## config.mk

```make
export PLATFORM = sky130hd
export DESIGN_NAME = dual_motor_ramp_pwm_drive_unit_flat
export DESIGN_NICKNAME = d
export VERILOG_FILES = /design/src/hdl/dmr_pkg.sv /design/src/hdl/dmr_in_if.sv /design/src/hdl/dmr_out_if.sv /design/src/hdl/dmr_cfg_regs.sv /design/src/hdl/dmr_side.sv /design/src/hdl/dual_motor_ramp_pwm_drive_unit.sv /design/src/flat_wrapper.sv
export SDC_FILE = /design/constraint.sdc
export NUM_CORES = 1
export LEC_CHECK = 0
export BUFFER_PORTS_ARGS = -buffer_cell sky130_fd_sc_hd__buf_2
export CORE_MARGIN = 1
export CORE_UTILIZATION = 60
export CTS_BUF_LIST = sky130_fd_sc_hd__clkbuf_2 sky130_fd_sc_hd__clkbuf_4 sky130_fd_sc_hd__clkbuf_8
export CTS_CLUSTER_DIAMETER = 120
export DETAILED_ROUTE_END_ITERATION = 8
export HOLD_SLACK_MARGIN = 0.15
export PLACE_DENSITY = 0.81
export SYNTH_ARGS = -nofsm -noshare
export SYNTH_HDL_FRONTEND = slang
export SYNTH_SLANG_ARGS = --single-unit
```

## constraint.sdc

```tcl
create_clock -name i_clk -period 25.9 [get_ports i_clk]
set_input_delay 5.18 -clock i_clk [delete_from_list [all_inputs] [get_ports i_clk]]
set_output_delay 5.18 -clock i_clk [all_outputs]
set_load 0.1 [all_outputs]
```

## src/hdl/dmr_pkg.sv

```systemverilog
// Shared types, register indexes, item codes and arithmetic helpers for the
// dual motor ramp PWM drive. No dependencies.
package dmr_pkg;

    localparam int CFG_IDX_W  = 3;
    localparam int CFG_DATA_W = 16;

    localparam logic [CFG_IDX_W-1:0] REG_CEILING   = 3'd0;
    localparam logic [CFG_IDX_W-1:0] REG_ACCEL     = 3'd1;
    localparam logic [CFG_IDX_W-1:0] REG_DECEL     = 3'd2;
    localparam logic [CFG_IDX_W-1:0] REG_MIN_DRIVE = 3'd3;
    localparam logic [CFG_IDX_W-1:0] REG_TICK_INTV = 3'd4;

    localparam logic [6:0]  CEILING_RST   = 7'd60;
    localparam logic [6:0]  ACCEL_RST     = 7'd5;
    localparam logic [6:0]  DECEL_RST     = 7'd10;
    localparam logic [6:0]  MIN_DRIVE_RST = 7'd25;
    localparam logic [15:0] TICK_INTV_RST = 16'd20;

    // Largest speed magnitude in percent.
    localparam logic [6:0] PCT_FULL = 7'd100;

    // mag * 255 / 100 is computed as (mag * DUTY_RECIP) >> DUTY_SHIFT.
    // For mag up to 100 the error stays below 0.006, well under the 0.05
    // gap between any exact product and the next integer.
    localparam int          DUTY_SHIFT = 19;
    localparam logic [20:0] DUTY_RECIP = 21'd1336965;

    typedef enum logic [1:0] {
        MODE_SET  = 2'd0,
        MODE_TICK = 2'd1,
        MODE_STOP = 2'd2
    } t_mode;

    typedef struct packed {
        logic [6:0]  ceiling;
        logic [6:0]  accel;
        logic [6:0]  decel;
        logic [6:0]  min_drive;
        logic [15:0] tick_intv;
    } t_cfg;

    // Clamps a signed percent to plus or minus the ceiling.
    function automatic logic signed [7:0] clamp_ceiling(
        input logic signed [7:0] v,
        input logic [6:0]        ceiling
    );
        logic signed [7:0] lim;
        lim = signed'({1'b0, ceiling});
        if (v > lim) begin
            return lim;
        end else if (v < -lim) begin
            return -lim;
        end
        return v;
    endfunction

endpackage

```

## src/hdl/dmr_in_if.sv

```systemverilog
// Input channel of the dual motor ramp PWM drive: one command beat per item.
// Depends on nothing.
interface dmr_in_if;
    logic              valid;
    logic              ready;
    logic [1:0]        mode;
    logic signed [7:0] left_target;
    logic signed [7:0] right_target;
    logic [31:0]       now_ms;

    modport source (output valid, mode, left_target, right_target, now_ms, input ready);
    modport sink   (input valid, mode, left_target, right_target, now_ms, output ready);
endinterface

```

## src/hdl/dmr_out_if.sv

```systemverilog
// Result channel of the dual motor ramp PWM drive: duties and levels per beat.
// Depends on nothing.
interface dmr_out_if;
    logic              valid;
    logic              ready;
    logic              driven;
    logic [7:0]        left_fwd_duty;
    logic [7:0]        left_rev_duty;
    logic [7:0]        right_fwd_duty;
    logic [7:0]        right_rev_duty;
    logic signed [7:0] left_level;
    logic signed [7:0] right_level;

    modport source (output valid, driven, left_fwd_duty, left_rev_duty, right_fwd_duty,
                    right_rev_duty, left_level, right_level, input ready);
    modport sink   (input valid, driven, left_fwd_duty, left_rev_duty, right_fwd_duty,
                    right_rev_duty, left_level, right_level, output ready);
endinterface

```

## src/hdl/dmr_cfg_regs.sv

```systemverilog
// Configuration register bank of the dual motor ramp PWM drive.
// Depends on dmr_pkg.
module dmr_cfg_regs (
    input  logic                            i_clk,
    input  logic                            i_rst_n,
    input  logic                            i_cfg_we,
    input  logic [dmr_pkg::CFG_IDX_W-1:0]   i_cfg_idx,
    input  logic [dmr_pkg::CFG_DATA_W-1:0]  i_cfg_data,
    output dmr_pkg::t_cfg                   o_cfg
);

    dmr_pkg::t_cfg r_cfg;
    logic [6:0]    w_v7;

    assign w_v7 = i_cfg_data[6:0];

    always_ff @(posedge i_clk) begin
        if (!i_rst_n) begin
            r_cfg.ceiling   <= dmr_pkg::CEILING_RST;
            r_cfg.accel     <= dmr_pkg::ACCEL_RST;
            r_cfg.decel     <= dmr_pkg::DECEL_RST;
            r_cfg.min_drive <= dmr_pkg::MIN_DRIVE_RST;
            r_cfg.tick_intv <= dmr_pkg::TICK_INTV_RST;
        end else if (i_cfg_we) begin
            unique case (i_cfg_idx)
                dmr_pkg::REG_CEILING: begin
                    // A zero ceiling is refused; anything above full scale saturates.
                    if (w_v7 != 7'd0) begin
                        r_cfg.ceiling <= (w_v7 > dmr_pkg::PCT_FULL) ? dmr_pkg::PCT_FULL : w_v7;
                    end
                end
                dmr_pkg::REG_ACCEL:     r_cfg.accel     <= w_v7;
                dmr_pkg::REG_DECEL:     r_cfg.decel     <= w_v7;
                dmr_pkg::REG_MIN_DRIVE: r_cfg.min_drive <= w_v7;
                dmr_pkg::REG_TICK_INTV: r_cfg.tick_intv <= i_cfg_data;
                default: ;
            endcase
        end
    end

    assign o_cfg = r_cfg;

endmodule

```

## src/hdl/dmr_side.sv

```systemverilog
// One side's ramp step and H-bridge duty mapping, purely combinational.
// Depends on dmr_pkg.
module dmr_side (
    input  dmr_pkg::t_cfg     i_cfg,
    input  logic signed [7:0] i_cur,
    input  logic signed [7:0] i_goal,
    output logic signed [7:0] o_level,
    output logic [7:0]        o_fwd,
    output logic [7:0]        o_rev
);

    logic signed [7:0] w_goal;
    logic [7:0]        w_goal_mag;
    logic [7:0]        w_cur_mag;
    logic signed [9:0] w_step;
    logic signed [9:0] w_diff;
    logic signed [9:0] w_moved;
    logic [6:0]        w_mag;
    logic [6:0]        w_raised;
    logic [6:0]        w_capped;
    logic [27:0]       w_prod;
    logic [7:0]        w_duty;

    always_comb begin
        // The goal is re-clamped because the ceiling may have dropped since it was set.
        w_goal     = dmr_pkg::clamp_ceiling(i_goal, i_cfg.ceiling);
        w_goal_mag = w_goal[7] ? 8'(-w_goal) : 8'(w_goal);
        w_cur_mag  = i_cur[7]  ? 8'(-i_cur)  : 8'(i_cur);
        w_step     = (w_goal_mag > w_cur_mag) ? signed'({3'b000, i_cfg.accel})
                                              : signed'({3'b000, i_cfg.decel});
        w_diff     = 10'(w_goal) - 10'(i_cur);
        w_moved    = (w_diff > 10'sd0) ? 10'(i_cur) + w_step : 10'(i_cur) - w_step;
        if (w_diff >= -w_step && w_diff <= w_step) begin
            o_level = w_goal;
        end else begin
            o_level = w_moved[7:0];
        end

        w_mag    = o_level[7] ? 7'(-o_level) : o_level[6:0];
        w_raised = (w_mag != 7'd0 && w_mag < i_cfg.min_drive) ? i_cfg.min_drive : w_mag;
        w_capped = (w_raised > i_cfg.ceiling) ? i_cfg.ceiling : w_raised;
        w_prod   = 28'(w_capped) * 28'(dmr_pkg::DUTY_RECIP);
        w_duty   = w_prod[dmr_pkg::DUTY_SHIFT +: 8];

        o_fwd = (o_level > 8'sd0) ? w_duty : 8'd0;
        o_rev = (o_level < 8'sd0) ? w_duty : 8'd0;
    end

endmodule

```

## src/hdl/dual_motor_ramp_pwm_drive_unit.sv

```systemverilog
// Top level of the dual motor ramp PWM drive: command register, state, result register.
// Depends on dmr_pkg, dmr_in_if, dmr_out_if, dmr_cfg_regs and dmr_side.
//
// Usage:
//   Commands arrive as beats on i_item (valid/ready). A set-target beat stores
//   left and right goals clamped to the ceiling, a tick beat carrying now_ms
//   ramps both levels one step toward their goals when the tick interval has
//   elapsed, and a hard-stop beat zeroes goals, levels and duties.
//   Every command beat yields exactly one beat on o_result carrying the held
//   bridge duties, both levels and the driven flag.
//   A beat is captured in the command register, the ramp and duty math of both
//   sides runs combinationally between the registers, and the result is captured
//   in the result register. Throughput is one beat per cycle while results are
//   taken; the command register takes a new beat in the same cycle that its
//   current one moves on to the result register.
//   If o_result stalls, the result register holds, the one beat in the
//   command register waits behind it, and i_item.ready drops until space opens.
//   Reset (synchronous, active low) empties both registers, clears goals,
//   levels, duties and the last tick time, and loads the register defaults.
//   Configuration writes on i_cfg_we/i_cfg_idx/i_cfg_data take effect at the
//   next edge and are meant to happen only while no beat is in flight.
module dual_motor_ramp_pwm_drive_unit (
    input  logic                            i_clk,
    input  logic                            i_rst_n,
    dmr_in_if.sink                          i_item,
    dmr_out_if.source                       o_result,
    input  logic                            i_cfg_we,
    input  logic [dmr_pkg::CFG_IDX_W-1:0]   i_cfg_idx,
    input  logic [dmr_pkg::CFG_DATA_W-1:0]  i_cfg_data
);

    dmr_pkg::t_cfg w_cfg;

    // Command register.
    logic              r_s1_valid;
    logic [1:0]        r_s1_mode;
    logic signed [7:0] r_s1_left;
    logic signed [7:0] r_s1_right;
    logic [31:0]       r_s1_now;

    // Architectural state.
    logic signed [7:0] r_left_goal, n_left_goal;
    logic signed [7:0] r_right_goal, n_right_goal;
    logic signed [7:0] r_left_lvl, n_left_lvl;
    logic signed [7:0] r_right_lvl, n_right_lvl;
    logic [31:0]       r_last_tick, n_last_tick;
    logic [7:0]        r_lf_duty, n_lf_duty;
    logic [7:0]        r_lr_duty, n_lr_duty;
    logic [7:0]        r_rf_duty, n_rf_duty;
    logic [7:0]        r_rr_duty, n_rr_duty;
    logic              n_driven;

    // Result register.
    logic              r_out_valid;
    logic              r_out_driven;
    logic [7:0]        r_out_lf, r_out_lr, r_out_rf, r_out_rr;
    logic signed [7:0] r_out_left, r_out_right;

    logic              w_advance;
    logic              w_tick_due;
    logic [31:0]       w_elapsed;
    logic signed [7:0] w_left_ramp, w_right_ramp;
    logic [7:0]        w_lf, w_lr, w_rf, w_rr;

    dmr_cfg_regs u_cfg (
        .i_clk      (i_clk),
        .i_rst_n    (i_rst_n),
        .i_cfg_we   (i_cfg_we),
        .i_cfg_idx  (i_cfg_idx),
        .i_cfg_data (i_cfg_data),
        .o_cfg      (w_cfg)
    );

    dmr_side u_left (
        .i_cfg   (w_cfg),
        .i_cur   (r_left_lvl),
        .i_goal  (r_left_goal),
        .o_level (w_left_ramp),
        .o_fwd   (w_lf),
        .o_rev   (w_lr)
    );

    dmr_side u_right (
        .i_cfg   (w_cfg),
        .i_cur   (r_right_lvl),
        .i_goal  (r_right_goal),
        .o_level (w_right_ramp),
        .o_fwd   (w_rf),
        .o_rev   (w_rr)
    );

    // The command in stage one moves on whenever the result register is free
    // or is being emptied in this cycle.
    assign w_advance    = r_s1_valid && (!r_out_valid || o_result.ready);
    assign i_item.ready = !r_s1_valid || w_advance;

    // Wrapping elapsed time since the last accepted tick.
    assign w_elapsed  = r_s1_now - r_last_tick;
    assign w_tick_due = w_elapsed >= {16'd0, w_cfg.tick_intv};

    always_comb begin
        n_left_goal  = r_left_goal;
        n_right_goal = r_right_goal;
        n_left_lvl   = r_left_lvl;
        n_right_lvl  = r_right_lvl;
        n_last_tick  = r_last_tick;
        n_lf_duty    = r_lf_duty;
        n_lr_duty    = r_lr_duty;
        n_rf_duty    = r_rf_duty;
        n_rr_duty    = r_rr_duty;
        n_driven     = 1'b0;
        case (r_s1_mode)
            dmr_pkg::MODE_SET: begin
                n_left_goal  = dmr_pkg::clamp_ceiling(r_s1_left, w_cfg.ceiling);
                n_right_goal = dmr_pkg::clamp_ceiling(r_s1_right, w_cfg.ceiling);
            end
            dmr_pkg::MODE_TICK: begin
                if (w_tick_due) begin
                    n_last_tick = r_s1_now;
                    n_left_lvl  = w_left_ramp;
                    n_right_lvl = w_right_ramp;
                    n_lf_duty   = w_lf;
                    n_lr_duty   = w_lr;
                    n_rf_duty   = w_rf;
                    n_rr_duty   = w_rr;
                    n_driven    = 1'b1;
                end
            end
            dmr_pkg::MODE_STOP: begin
                // The last tick time survives a hard stop.
                n_left_goal  = 8'sd0;
                n_right_goal = 8'sd0;
                n_left_lvl   = 8'sd0;
                n_right_lvl  = 8'sd0;
                n_lf_duty    = 8'd0;
                n_lr_duty    = 8'd0;
                n_rf_duty    = 8'd0;
                n_rr_duty    = 8'd0;
                n_driven     = 1'b1;
            end
            default: ;
        endcase
    end

    always_ff @(posedge i_clk) begin
        if (!i_rst_n) begin
            r_s1_valid   <= 1'b0;
            r_out_valid  <= 1'b0;
            r_left_goal  <= 8'sd0;
            r_right_goal <= 8'sd0;
            r_left_lvl   <= 8'sd0;
            r_right_lvl  <= 8'sd0;
            r_last_tick  <= 32'd0;
            r_lf_duty    <= 8'd0;
            r_lr_duty    <= 8'd0;
            r_rf_duty    <= 8'd0;
            r_rr_duty    <= 8'd0;
        end else begin
            if (i_item.valid && i_item.ready) begin
                r_s1_valid <= 1'b1;
            end else if (w_advance) begin
                r_s1_valid <= 1'b0;
            end

            if (w_advance) begin
                r_out_valid  <= 1'b1;
                r_left_goal  <= n_left_goal;
                r_right_goal <= n_right_goal;
                r_left_lvl   <= n_left_lvl;
                r_right_lvl  <= n_right_lvl;
                r_last_tick  <= n_last_tick;
                r_lf_duty    <= n_lf_duty;
                r_lr_duty    <= n_lr_duty;
                r_rf_duty    <= n_rf_duty;
                r_rr_duty    <= n_rr_duty;
            end else if (o_result.ready) begin
                r_out_valid <= 1'b0;
            end
        end
    end

    // Payload registers carry no reset.
    always_ff @(posedge i_clk) begin
        if (i_item.valid && i_item.ready) begin
            r_s1_mode  <= i_item.mode;
            r_s1_left  <= i_item.left_target;
            r_s1_right <= i_item.right_target;
            r_s1_now   <= i_item.now_ms;
        end
        if (w_advance) begin
            r_out_driven <= n_driven;
            r_out_lf     <= n_lf_duty;
            r_out_lr     <= n_lr_duty;
            r_out_rf     <= n_rf_duty;
            r_out_rr     <= n_rr_duty;
            r_out_left   <= n_left_lvl;
            r_out_right  <= n_right_lvl;
        end
    end

    assign o_result.valid          = r_out_valid;
    assign o_result.driven         = r_out_driven;
    assign o_result.left_fwd_duty  = r_out_lf;
    assign o_result.left_rev_duty  = r_out_lr;
    assign o_result.right_fwd_duty = r_out_rf;
    assign o_result.right_rev_duty = r_out_rr;
    assign o_result.left_level     = r_out_left;
    assign o_result.right_level    = r_out_right;

    // A hard stop leaves a driven result with everything at zero.
    a_stop_clears: assert property (@(posedge i_clk) disable iff (!i_rst_n)
        w_advance && r_s1_mode == dmr_pkg::MODE_STOP |=>
            r_out_driven && r_out_left == 8'sd0 && r_out_right == 8'sd0 &&
            r_lf_duty == 8'd0 && r_lr_duty == 8'd0 && r_rf_duty == 8'd0 && r_rr_duty == 8'd0)
        else $error("hard stop did not clear levels and duties");

    // Levels never leave full scale.
    a_level_range: assert property (@(posedge i_clk) disable iff (!i_rst_n)
        r_left_lvl >= -8'sd100 && r_left_lvl <= 8'sd100 &&
        r_right_lvl >= -8'sd100 && r_right_lvl <= 8'sd100)
        else $error("ramped level out of range");

    // Both inputs of one bridge are never driven together.
    a_bridge_excl: assert property (@(posedge i_clk) disable iff (!i_rst_n)
        !(r_lf_duty != 8'd0 && r_lr_duty != 8'd0) &&
        !(r_rf_duty != 8'd0 && r_rr_duty != 8'd0))
        else $error("forward and reverse duty both active on one side");

    // A waiting command is kept intact until it moves on.
    a_cmd_hold: assert property (@(posedge i_clk) disable iff (!i_rst_n)
        r_s1_valid && !w_advance |=> r_s1_valid && $stable(r_s1_now) && $stable(r_s1_mode))
        else $error("waiting command was lost or changed");

    // A result that does not drive leaves the held duties untouched.
    a_undriven_hold: assert property (@(posedge i_clk) disable iff (!i_rst_n)
        w_advance && !n_driven |=> $stable(r_lf_duty) && $stable(r_lr_duty) &&
            $stable(r_rf_duty) && $stable(r_rr_duty))
        else $error("duties changed on an undriven command");

endmodule
```

## src/flat_wrapper.sv

```systemverilog
// flat-port wrapper written by rule: the top's interface ports become plain ports
module dual_motor_ramp_pwm_drive_unit_flat 
  (i_clk, i_rst_n, i_cfg_we, i_cfg_idx, i_cfg_data, i_item_valid, i_item_mode, i_item_left_target, i_item_right_target, i_item_now_ms, i_item_ready, o_result_valid, o_result_driven, o_result_left_fwd_duty, o_result_left_rev_duty, o_result_right_fwd_duty, o_result_right_rev_duty, o_result_left_level, o_result_right_level, o_result_ready);
  dmr_in_if i_item_i ();
  dmr_out_if o_result_i ();
  input  logic i_clk;
  input  logic i_rst_n;
  input  logic i_cfg_we;
  input  logic [dmr_pkg::CFG_IDX_W-1:0] i_cfg_idx;
  input  logic [dmr_pkg::CFG_DATA_W-1:0] i_cfg_data;
  input wire logic [$bits(i_item_i.valid)-1:0] i_item_valid;
  input wire logic [$bits(i_item_i.mode)-1:0] i_item_mode;
  input wire logic [$bits(i_item_i.left_target)-1:0] i_item_left_target;
  input wire logic [$bits(i_item_i.right_target)-1:0] i_item_right_target;
  input wire logic [$bits(i_item_i.now_ms)-1:0] i_item_now_ms;
  output wire logic [$bits(i_item_i.ready)-1:0] i_item_ready;
  output wire logic [$bits(o_result_i.valid)-1:0] o_result_valid;
  output wire logic [$bits(o_result_i.driven)-1:0] o_result_driven;
  output wire logic [$bits(o_result_i.left_fwd_duty)-1:0] o_result_left_fwd_duty;
  output wire logic [$bits(o_result_i.left_rev_duty)-1:0] o_result_left_rev_duty;
  output wire logic [$bits(o_result_i.right_fwd_duty)-1:0] o_result_right_fwd_duty;
  output wire logic [$bits(o_result_i.right_rev_duty)-1:0] o_result_right_rev_duty;
  output wire logic [$bits(o_result_i.left_level)-1:0] o_result_left_level;
  output wire logic [$bits(o_result_i.right_level)-1:0] o_result_right_level;
  input wire logic [$bits(o_result_i.ready)-1:0] o_result_ready;
  assign i_item_i.valid = i_item_valid;
  assign i_item_i.mode = i_item_mode;
  assign i_item_i.left_target = i_item_left_target;
  assign i_item_i.right_target = i_item_right_target;
  assign i_item_i.now_ms = i_item_now_ms;
  assign i_item_ready = i_item_i.ready;
  assign o_result_valid = o_result_i.valid;
  assign o_result_driven = o_result_i.driven;
  assign o_result_left_fwd_duty = o_result_i.left_fwd_duty;
  assign o_result_left_rev_duty = o_result_i.left_rev_duty;
  assign o_result_right_fwd_duty = o_result_i.right_fwd_duty;
  assign o_result_right_rev_duty = o_result_i.right_rev_duty;
  assign o_result_left_level = o_result_i.left_level;
  assign o_result_right_level = o_result_i.right_level;
  assign o_result_i.ready = o_result_ready;
  dual_motor_ramp_pwm_drive_unit u_core (.i_clk(i_clk), .i_rst_n(i_rst_n), .i_item(i_item_i), .o_result(o_result_i), .i_cfg_we(i_cfg_we), .i_cfg_idx(i_cfg_idx), .i_cfg_data(i_cfg_data));
endmodule
```

**Yosys cells after proc, flatten, opt, wreduce, memory -nomap -nowiden**

Cells that the tools add are included.
W data, S select, Z words.

- $lt $le $gt $ge: 26
- Mux-type cells: 63
- Multipliers: 2
- Equal/unequal tests: 6
- Reduce and logical (&&, ||, !) cells: 25
- Add/subtract/negate cells: 16

Operators by type and width:

| cell | count |
|---|---|
| $mux W8 | 30 |
| $pmux W8 S2 | 8 |
| $mux W7 | 9 |
| $mul A7 B21 Y27 const B | 2 |
| $gt A8 B8 Y1 | 6 |
| $ge A32 B16 Y1 | 1 |
| $lt A8 B8 Y1 | 4 |
| $neg A8 Y8 | 4 |
| $sub A32 B32 Y32 | 1 |
| $reduce_bool A7 Y1 | 3 |
| $ge A9 B10 Y1 | 2 |
| $neg A7 Y10 | 2 |
| $gt A9 B1 Y1 const B | 2 |
| $le A9 B8 Y1 | 2 |
| $sub A8 B8 Y9 | 2 |
| $add A8 B8 Y8 | 2 |
| $gt A8 B1 Y1 const B | 2 |
| $lt A8 B1 Y1 const B | 2 |
| $sub A8 B8 Y8 | 2 |
| $mux W1 | 15 |
| $gt A7 B7 Y1 | 2 |
| $lt A7 B7 Y1 | 2 |
| $neg A7 Y7 | 2 |
| $reduce_and A2 Y1 | 5 |
| other kinds (15) | 26 |

- Output and inout bits: 51
- Logic and storage cells: 165
- Bits of input ports: 74
- Flip-flop bits (word level): 241

**Depth between registers and ports, before layout**

Gate-level depths: netlist of the first run.

- Depth after elaboration: 24
- Mapped depth: 82

**Modules after synthesis**

A second synthesis of the first run with hierarchy kept.

- Cell total of the unflattened synthesis: 2846
- Area, all modules: 23802.8 um^2

By module, submodules not included:

| module | instances | cells each | area each (um^2) | sequential area each (um^2) |
|---|---|---|---|---|
| dual_motor_ramp_pwm_drive_unit | 1 | 1320 | 11792.6 | 4934.7 |
| dmr_side (u_core.u_left) | 1 | 687 | 5265.0 | 0.0 |
| dmr_side (u_core.u_right) | 1 | 665 | 5104.9 | 0.0 |
| dmr_cfg_regs | 1 | 174 | 1640.3 | 880.8 |

**Worst setup path after synthesis of the first run**

OpenSTA, ideal clock, no wires.

- Path kind: reg2reg
- Start point: register u_core.u_cfg.r_cfg (netlist bit u_core.u_cfg.o_cfg[37])
- End point: register u_core.r_out_lf[6], in the netlist u_core.o_result.left_fwd_duty[6], data pin
- Arrival: 15393 ps
- Data required time: 25631 ps
- Path buffers: 7
- Library setup time: 269 ps
- Clock period less this slack: 15663 ps
- Cell stages (with the launch flop): 69
- Setup slack: 10237 ps
- Path through: dfxtp_1 clkbuf_1 inv_1 ha_1 clkbuf_1 nand2_1 xnor2_1 inv_1 ha_1 a21oi_1 nand4_1 a22oi_1 nor2_1 o311ai_1 nand4_1 or2_2 nand2_1 xnor2_1 [33 not listed] ha_1 ha_1 fa_1 inv_1 fa_1 inv_1 ha_1 a31oi_1 o21ai_0 a21oi_1 o21ai_0 a21o_1 a21oi_1 nor3b_1 a211oi_1 o21a_1 o31ai_1 o21ai_0

- Cells in the longest elaborated chain, start to end: 24

RTL lines:

| item | RTL line | text |
|---|---|---|
| from (decl) | dmr_cfg_regs.sv:12 | `dmr_pkg::t_cfg r_cfg;` |
| $neg A7 Y8 | dmr_pkg.sv:52, dmr_pkg.sv:53 |  |
| $lt A8 B8 Y1 | dmr_pkg.sv:52 | `end else if (v < -lim) begin` |
| $mux W1 | dmr_pkg.sv:52 |  |
| $mux W1 | dmr_pkg.sv:50 | `if (v > lim) begin` |
| $mux W8 | dmr_pkg.sv:55 | `return v;` |
| $neg A8 Y8 | dmr_side.sv:27 | `w_goal_mag = w_goal[7] ? 8'(-w_goal) : 8'(w_goal);` |
| $mux W8 | dmr_side.sv:27 |  |
| $gt A8 B8 Y1 | dmr_side.sv:29 | `w_step = (w_goal_mag > w_cur_mag) ? signed'({3'b000, i_cfg.accel})` |
| [9 not listed] | n/a |  |
| $mux W7 | dmr_side.sv:40 | `w_raised = (w_mag != 7'd0 && w_mag < i_cfg.min_drive) ? i_cfg.min_drive : w_mag;` |
| $gt A7 B7 Y1 | dmr_side.sv:41 | `w_capped = (w_raised > i_cfg.ceiling) ? i_cfg.ceiling : w_raised;` |
| $mux W7 | dmr_side.sv:41 |  |
| $mul A7 B21 Y27 | dmr_side.sv:42 | `w_prod = 28'(w_capped) * 28'(dmr_pkg::DUTY_RECIP);` |
| $mux W8 * | dmr_side.sv:45 | `o_fwd = (o_level > 8'sd0) ? w_duty : 8'd0;` |
| $mux W8 * | dual_motor_ramp_pwm_drive_unit.sv:118 | `if (w_tick_due) begin` |
| $pmux W8 S2 * | dual_motor_ramp_pwm_drive_unit.sv:112 | `case (r_s1_mode)` |
| via u_core.n_lf_duty[6] | dual_motor_ramp_pwm_drive_unit.sv:47 | `logic [7:0] r_lf_duty, n_lf_duty;` |
| to (signal assigned) | dual_motor_ramp_pwm_drive_unit.sv:192 | `r_out_lf <= n_lf_duty;` |
| to (decl) | dual_motor_ramp_pwm_drive_unit.sv:56 | `logic [7:0] r_out_lf, r_out_lr, r_out_rf, r_out_rr;` |

The timed path passes the listed nets; every way through them passes the cells marked *. The select of a mux whose other input is x is not followed.
A chain may end at the register's enable or synchronous reset.

**Worst setup path after layout of the first run**

- Start point: register u_core.u_cfg.r_cfg (netlist bit u_core.u_cfg.o_cfg[38])
- End point: register u_core.r_out_lf[6], in the netlist u_core.o_result.left_fwd_duty[6], data pin

The elaborated chain is that of the path after synthesis.

==> results of run 1 <==
-- cell families (layout without fill, tap and decap cells) --
family	count (synthesis)	in the layout	share of synthesized area [%]
fa+ha+maj	347	347	21.7
buf+inv	263	409	4.76
flops	241	241	27.6
mux	117	117	5.72
compound gates	632	632	20.7
xor+xnor	107	107	4.45
simple gates	663	663	15.0
-- path summary, 6_finish.rpt --
path | startpoint | end | slack [ns] | cells past startpoint
hold / removal | u_core.u_cfg.o_cfg[21] | u_core.u_cfg.o_cfg[21] | 0.45 | 2
setup / recovery | u_core.u_cfg.o_cfg[38] | u_core.o_result.left_fwd_duty[6] | 7.01 | 68
setup reg to reg | u_core.u_cfg.o_cfg[38] | u_core.o_result.left_fwd_duty[6] | 7.01 | 68
hold reg to reg | u_core.u_cfg.o_cfg[21] | u_core.u_cfg.o_cfg[21] | 0.45 | 2
-- placed cells by master, fill, tap and decap left out, types with 80 or more instances in the layout --
| master | count |
|---|---|
| a21oi_1 | 143 |
| buf_2 | 124 |
| dfxtp_1 | 142 |
| edfxtp_1 | 99 |
| ha_1 | 313 |
| inv_1 | 183 |
| mux2i_1 | 91 |
| nand2_1 | 186 |
| nor2_1 | 202 |
| o21ai_0 | 120 |
| xnor2_1 | 80 |
-- metal layers --
layer / up-vias / wire length (µm) / GRT usage, %
li1: 8908 / - / -
met1: 8727 / 24700 / 42.5
met2: 818 / 26700 / 53.1
met3: 177 / 4260 / 5.15
met4: 0 / 2650 / 14.8
met5: - / 0 / 0
-- synth_stat cells, drive strengths merged (22+ instances only) --
master	n
a211oi	38
a21o	49
a21oi	145
a22o	54
clkbuf	67
dfxtp	142
edfxtp	99
fa	31
ha	313
inv	185
mux2	26
mux2i	91
nand2	186
nand2b	29
nand3	33
nand4	22
nor2	204
nor2b	37
nor3	48
o211ai	28
o21a	33
o21ai	126
or2	23
xnor2	80
xor2	27
-- worst register-to-register path, delay by kind of cell, from the launching register on --
kind	cells	cell delay [ns]
adders and majority gates	11	4.15
DFF	1	0.46
muxes	4	1.74
buffers and inverters	7	1.48
AOI/OAI and AO/OA	31	7.70
and+or+nand+nor	13	2.51
xor gates and xnor gates	2	0.53
-- final cells by class --
class                           instances  area (µm²)  area share, %
Clock inverter                         15         163          0.704
Multi-Input combinational cell       1866       14300           61.8
Sequential cell                       241        5820           25.2
Timing Repair Buffer                  143         763           3.30
Tap cell                              455         569           2.46
Clock buffer                           64         806           3.49
Inverter                              187         703           3.04
-- stage by stage --
step / area [µm²] / setup slack [ns] / cells / hold slack, ns
after floorplan: 21100 / 10.24 / 2370 / 0.425
after global placement: 22100 / 7.91 / 2892 / 0.434
after detailed placement: 22100 / 7.52 / 2892 / 0.447
after CTS: 23100 / 7.41 / 2971 / 0.455
after global routing: 23100 / 5.70 / 2971 / 0.479
final: 23100 / 7.01 / 2971 / 0.455
==> metrics.txt, run 1 <==
pin count of the biggest net entering global routing=74; TNS Setup=0 ns; Synth Cell Area=between 20000 and 25000 µm²; IO Port Bufs=around 120; Post-DRT Antenna Nets=0; Worst path max stage delay=~0.9 ns; endpoints failing setup=0; area leader, netlist=ha_1; vias post-DR=18600; start-to-end type of the worst setup path=reg -> reg; Area contributors post-synth=ha_1 19%, edfxtp_1 14%, dfxtp_1 14%; endpoints failing hold=0; Post-synth EDFFs=~100; post-CTS setup buffer count=0; CTS tree=built; initial drt markers=1582; Mapped Cells=approximately 2400; share of the core filled with cells=about two thirds; Antenna Cells=0; Initial Utilization=61.0%; top_reg_cell synth=dfxtp_1; Area growth, synth to finish=9.70%; vias in the first global route=approximately 18000; # rows=between 60 and 70; max FFs per register=44; CP Data Required Time=26.21 ns; ys async rst share=0%; outcome=complete, no violations; Slew @ Worst Pin=~1.3 ns; Final min period=around 19 ns; Clock Skew=0.0431 ns; post-DR wirelength/cell=19.6 µm; MaxCap Viol Count=0; CORE AREA=34500 µm²; post-synthesis sequential area ratio=between 20% and 30%; syn_nets=2788; Ports=approximately 130; headroom to the max-slew limit=a little over a tenth; layout cells sized above 1=12.4%; CP Max Fanout=28; total CTS buffers=43; crit start category=flip-flop; die height=189 µm; Pins Over Slew Limit=0; gr ovfl total=0; maximum root-to-sink buffer count=3; fillers=between 2000 and 3000; clk_lat worst skew=~0.62 ns; unrepaired setup endpoints after global routing=false; Slowest cell on crit path=o311ai_1; Die W=between 150 and 200 µm; routed wire length=between 50 and 60 mm; period utilisation layout=72.9%; CP endpoint kind=flip-flop; DP Wirelength=about 45 mm; CTS HTree Levels=2; TritonCTS Sinks=between 200 and 250; Fmax=~53 MHz; WP buf/inv=7; CP arrival=19.19 ns; Nets=2900; clock-pin slew on the worst setup and hold paths=approximately 0.070 ns; Hold Crit Class=reg -> reg; post-CTS resize count=0; clock root cell=clkbuf_8; total track usage=about a third; die area=between 30000 and 40000 µm²; Crit path max-delay family=compound AO/OA/AOI/OAI gates; CTS Hold Bufs=0; Worst path most repeated cell=ha_1; final RePlAce weighted congestion=1.05; first-pass detailed-route iteration total=6; initial antenna violation count=0; count of cell types in the netlist=93; Remaining DRCs=0; first-pass GRT wire length=a little over 90 mm; Synth top area share=between 15 and 20%; Synth Register Bits=about 240; Avg Cell Area, Syn=8.88 µm²; via/cell ratio=6.27; Ys Warns=0
Power of run 1 is not shown: default switching activity piles up to over one toggle a cycle in this logic, so the estimate is an artifact.
==> run 2: changes to the inputs <==
Clock period 25.9 ns to 17.6 ns, I/O delays scaled along.
==> run 2 against run 1 <==
First-iteration DRC count down 3.6%. Via count up 0.49%. Final cell count up 0.61%. Worst hold slack about the same. Design area up 0.93%. Wire length up 0.28%. Critical path depth up 2. Register-to-register slack worse by 5.9 ns. Critical endpoint is now u_core.o_result.left_rev_duty[7]. Highest routed layer unchanged.
==> metrics.txt, run 2 (same netlist as run 1, synthesis figures left out) <==
die area=35800 µm² (unchanged); Worst path max stage delay=0.51 ns (-0.39 ns); dpl cells=2908 (+0.55%); Pins Over Slew Limit=0 (unchanged); Hold Crit Class=reg -> reg; Reg2Reg Depth=70 (+2.9%); clk_lat worst skew=0.63 ns (about the same); Slowest cell on crit path=fa_1; dpl cell area=22300 µm² (+0.58%); layout cells sized above 1=13.4% (+1.0 points); MaxCap Viol Count=0 (unchanged); headroom to the max-slew limit=18.8% (+8.0 points); maximum root-to-sink buffer count=3 (unchanged); post-DR wirelength/cell=19.6 µm (-0.33%); Ports=125 (unchanged); CTS HTree Levels=2 (unchanged); WP buf/inv=8 (+1); Crit Reg-Reg Endpoint=u_core.o_result.left_rev_duty[7]; via/cell ratio=6.26 (-0.12%); gr ovfl total=0 (unchanged); CP arrival=16.77 ns (-2.42 ns); CTS tree=built; vias in the first global route=18100 (-0.59%); routed wire length=58.4 mm (+0.28%); clock-pin slew on the worst setup and hold paths=0.06 ns (about the same); IO Port Bufs=124 (unchanged); clock root cell=clkbuf_8; first-pass detailed-route iteration total=6 (unchanged); Die W=189 µm (unchanged); total CTS buffers=44 (+2.3%); reg2reg start=u_core.u_cfg.o_cfg[37]; Design Area, Final=23300 µm² (+0.93%); max FFs per register=44 (unchanged); worst hold start=u_core.u_cfg.o_cfg[21]; vias post-DR=18700 (+0.49%); Nets=2917 (+0.59%); Slew @ Worst Pin=1.18 ns (-0.148 ns); hold path endpoint=u_core.u_cfg.o_cfg[21]; CP Data Required Time=17.91 ns (-8.30 ns); r2r setup slk=1.14 ns (-5.87 ns); start-to-end type of the worst setup path=reg -> reg; final RePlAce weighted congestion=1.00 (-3.9%); # rows=68 (unchanged); Worst Setup SP=u_core.u_cfg.o_cfg[37]; period utilisation layout=93.5% (+21 points); CORE AREA=34500 µm² (unchanged); Post-DRT Antenna Nets=0 (unchanged); initial drt markers=1525 (-3.6%); total track usage=32.5% (-0.052 points); initial antenna violation count=0 (unchanged); CP endpoint kind=flip-flop; CP Max Fanout=24 (-14%); Remaining DRCs=0 (unchanged); DP Wirelength=44.9 mm (-0.16%); Initial Utilization=61.0% (unchanged); crit start category=flip-flop; most common cell after layout, fill and taps aside=ha_1; most frequent cells in the layout=313 x ha_1, 199 x nor2_1, 185 x nand2_1; Fmax=60.8 MHz (+15%); Clock Skew=0.0506 ns (+0.00748 ns); FF/Latch Area=5820 µm² (unchanged); Antenna Cells=0 (unchanged); Final min period=16.46 ns (-2.43 ns); hold depth=2 (unchanged); Crit path max-delay family=compound AO/OA/AOI/OAI gates; endpoints failing hold=0 (unchanged); die height=189 µm (unchanged); pin count of the biggest net entering global routing=89 (+20%); TritonCTS Sinks=241 (unchanged); outcome=complete, no violations; Multi-input gate area=14400 µm² (+0.62%); first-pass GRT wire length=93.0 mm (-0.63%); fillers=2851 (-0.42%); Area growth, synth to finish=10.7%; fin cells=2989 (+0.61%); endpoints failing setup=0 (unchanged)
run 2: area by class of cell:
type,instances,area share (%)
Clock inverter,16,0.794
Sequential cell,241,24.9
Multi-Input combinational cell,1866,61.6
Timing Repair Buffer,159,3.79
Tap cell,455,2.44
Clock buffer,65,3.38
Inverter,187,3.02
run 2: layer usage:
layer | vias up | part of all wire, % | GRT usage (%)
met2 | 832 | 46 | 53.3
met1 | 8804 | 42 | 42.2
met3 | 166 | 8.2 | 5.08
met4 | 0 | 3.9 | 14.6
met5 | - | 0 | 0
li1 | 8919 | - | -
run 2: per-stage QoR:
stage                     utilization [%]  TNS (ns)  hold WS (ns)  setup WS (ns)
after detailed placement             64.4         0         0.449          0.503
after global placement               64.4         0         0.436          0.718
after floorplan                         -         0         0.425           1.94
after CTS                            67.3         0         0.457          0.341
final                                67.5         0         0.455           1.14
after global routing                 67.5   -0.0981         0.475        -0.0521
run 2: worst reg2reg max path, delay by kind of cell, from the launching register on:
kind,cells,cell delay [ns]
AOI/OAI and AO/OA,32,6.48
adders and majority gates,10,3.42
and+or+nand+nor,13,2.72
muxes,4,1.43
buffers and inverters,8,1.26
xor gates and xnor gates,3,0.54
DFF,1,0.31
run 2: repair_timing:
| action | CTS | global route |
|---|---|---|
| buffers inserted | 0 | 0 |
| setup endpoints to repair | 0 | 51 |
| resized for setup | 0 | 17 |
| hold buffers | 0 | 0 |
run 2: how the worst max path moves through the flow:
| stage | end | slack [ns] | depth (start not counted) |
|---|---|---|---|
| 6_report | u_core.o_result.left_rev_duty[7] | 1.14 | 70 |
| 5_1_grt | u_core.o_result.right_fwd_duty[7] | -0.05 | 71 |
| 4_1_cts | u_core.o_result.left_fwd_duty[6] | 0.34 | 66 |
| 3_5_place_dp | u_core.o_result.left_rev_duty[6] | 0.50 | 66 |
| 3_3_place_gp | u_core.o_result.left_rev_duty[6] | 0.72 | 67 |
| 2_1_floorplan | u_core.o_result.left_fwd_duty[6] | 1.94 | 68 |
Power of run 2 is left out for the same reason.
==> run 3: changes to the inputs <==
Settings changed: PLACE_DENSITY 0.81 to 0.8, SLEW_MARGIN set to 20, SYNTH_HIERARCHICAL set to 1.
==> run 3 against run 2 <==
Worst setup slack lost 0.31 ns. Worst hold slack gained 0.0033 ns. Global-route usage shrank 0.52 points. Critical path type unchanged.
==> metrics.txt, run 3 <==
post-synthesis sequential area ratio=24.4% (-3.2 points); die area=40500 µm² (+13%); first-pass detailed-route iteration total=6 (unchanged); Worst path max stage delay=0.53 ns (+0.02 ns); start-to-end type of the worst setup path=reg -> reg; Fmax=59.6 MHz (-1.8%); r2r setup slk=0.84 ns (-0.31 ns); Area growth, synth to finish=9.85%; worst hold start=u_core/r_last_tick[16]; gr ovfl total=0 (unchanged); CTS HTree Levels=2 (unchanged); Antenna Cells=0 (unchanged); reg2reg start=u_core/u_cfg/o_cfg[37]; Area contributors post-synth=ha_1 17%, edfxtp_1 12%, dfxtp_1 12%; CP endpoint kind=flip-flop; Remaining DRCs=0 (unchanged); Mapped Cells=2846 (+20%); Die W=201 µm (+6.3%); routed wire length=66.5 mm (+14%); IO Port Bufs=124 (unchanged); die height=201 µm (+6.3%); final RePlAce weighted congestion=0.980 (-2.4%); dpl cells=3395 (+17%); initial drt markers=1964 (+29%); MaxCap Viol Count=0 (unchanged); outcome=complete, no violations; fin cells=3487 (+17%); TNS Setup=0 ns (unchanged); Worst Setup SP=u_core/u_cfg/o_cfg[37]; vias post-DR=22100 (+18%); most frequent cell after synthesis=ha_1; top post-synthesis cells by count=329 x ha_1, 322 x nand2_1, 223 x inv_1, 178 x nor2_1, 146 x nand3_1; Slowest cell on crit path=a21oi_1; via/cell ratio=6.32 (+0.97%); CP arrival=17.08 ns (+0.31 ns); CTS tree=built; initial antenna violation count=0 (unchanged); TritonCTS Sinks=241 (unchanged); hold depth=2 (unchanged); CP Data Required Time=17.92 ns (about the same); headroom to the max-slew limit=25.2% (+6.4 points); fillers=3248 (+14%); DP Wirelength=50.4 mm (+12%); syn_nets=3280 (+18%); Avg Cell Area, Syn=8.36 µm² (-5.9%); Slew @ Worst Pin=1.12 ns (-0.0627 ns); pin count of the biggest net entering global routing=108 (+21%); Synth Cell Area=23800 µm² (+13%); Final min period=16.76 ns (+0.308 ns); clock root cell=clkbuf_8; CP Max Fanout=12 (-50%); endpoints failing setup=0 (unchanged); # rows=72 (+5.9%); Design Area, Final=26100 µm² (+12%); max FFs per register=44 (unchanged); Ports=125 (unchanged); crit start category=flip-flop; area leader, netlist=ha_1; most frequent cells in the layout=328 x ha_1, 320 x nand2_1, 220 x inv_1; total CTS buffers=43 (-2.3%); Pins Over Slew Limit=0 (unchanged); Post-DRT Antenna Nets=0 (unchanged); post-DR wirelength/cell=19.1 µm (-2.5%); Clock Skew=0.0297 ns (-0.0209 ns); Ys Warns=6 (+6); clk_lat worst skew=0.62 ns (about the same); maximum root-to-sink buffer count=3 (unchanged); clock-pin slew on the worst setup and hold paths=0.06 ns (about the same); vias in the first global route=21000 (+16%); Synth top area share=17.3% (-1.3 points); dpl cell area=24800 µm² (+11%); Nets=3368 (+15%); Synth Register Bits=241 (unchanged); period utilisation layout=95.3% (+1.8 points); top_reg_cell synth=dfxtp_1; ys async rst share=0% (unchanged); count of cell types in the netlist=116 (+25%); CORE AREA=38900 µm² (+13%); first-pass GRT wire length=107 mm (+15%); endpoints failing hold=0 (unchanged); Reg2Reg Depth=76 (+8.6%); Post-synth EDFFs=99 (unchanged); Initial Utilization=61.2% (+0.21 points); Worst path most repeated cell=ha_1; layout cells sized above 1=13.0% (-0.34 points); total track usage=32.0% (-0.52 points); Hold Crit Class=reg -> reg; most common cell after layout, fill and taps aside=ha_1
[run 3: worst paths after layout]
| check | to |
|---|---|
| min reg2reg | u_core/r_last_tick[16] |
| max reg2reg | u_core/o_result.left_fwd_duty[7] |
| min | u_core/r_last_tick[16] |
| max | u_core/o_result.left_fwd_duty[7] |
[run 3: repair_timing]
| item | 4_1_cts | 5_1_grt |
|---|---|---|
| pin swaps | 0 | 6 |
| buffers inserted | 0 | 12 |
| gates resized for setup | 4 | 50 |
| hold buffers | 0 | 0 |
| setup endpoints to repair | 4 | 64 |
[run 3: through the flow]
| step | hold WS (ns) | worst slack (ns) | utilization (%) |
|---|---|---|---|
| 2_1_floorplan | 0.435 | 0.729 | - |
| 3_3_place_gp | 0.442 | 0.291 | 63.8 |
| 3_5_place_dp | 0.451 | -0.0959 | 63.8 |
| 4_1_cts | 0.461 | 0.0486 | 66.4 |
| 5_1_grt | 0.474 | -0.0789 | 67.2 |
| 6_report | 0.458 | 0.835 | 67.2 |
[run 3: worst max-delay path, delay by kind of cell (launching register included)]
family | cells | cell delay (ns)
AND/OR/NAND/NOR | 17 | 2.70
multiplexers | 6 | 1.91
AO/OA/AOI/OAI | 28 | 5.70
flip-flops | 1 | 0.34
buffers and inverters | 7 | 0.78
adder cells (fa/ha/maj) | 15 | 4.52
XOR/XNOR | 3 | 0.48
[run 3: per-layer routing]
metal | part of all wire (%) | vias up | track usage [%]
li1 | - | 10500 | -
met1 | 45 | 10400 | 43.4
met2 | 46 | 917 | 52.4
met3 | 6.6 | 139 | 4.15
met4 | 2.9 | 0 | 11.4
met5 | 0 | - | 0
[run 3: cell type report]
type	count	area, µm²	area share [%]
Clock inverter	18	211	0.809
Inverter	230	868	3.32
Timing Repair Buffer	177	1030	3.93
Multi-Input combinational cell	2241	16800	64.2
Tap cell	518	648	2.48
Clock buffer	62	778	2.98
Sequential cell	241	5820	22.2
[run 3: logic make-up after synthesis]
family	count (synthesis)	synth area share (%)
AND/OR/NAND/NOR	930	19.0
flip-flops	241	24.4
adder cells (fa/ha/maj)	361	19.9
multiplexers	116	5.03
buffers and inverters	364	6.09
XOR/XNOR	125	4.60
AO/OA/AOI/OAI	709	20.9
Power of run 3 is left out for the same reason.
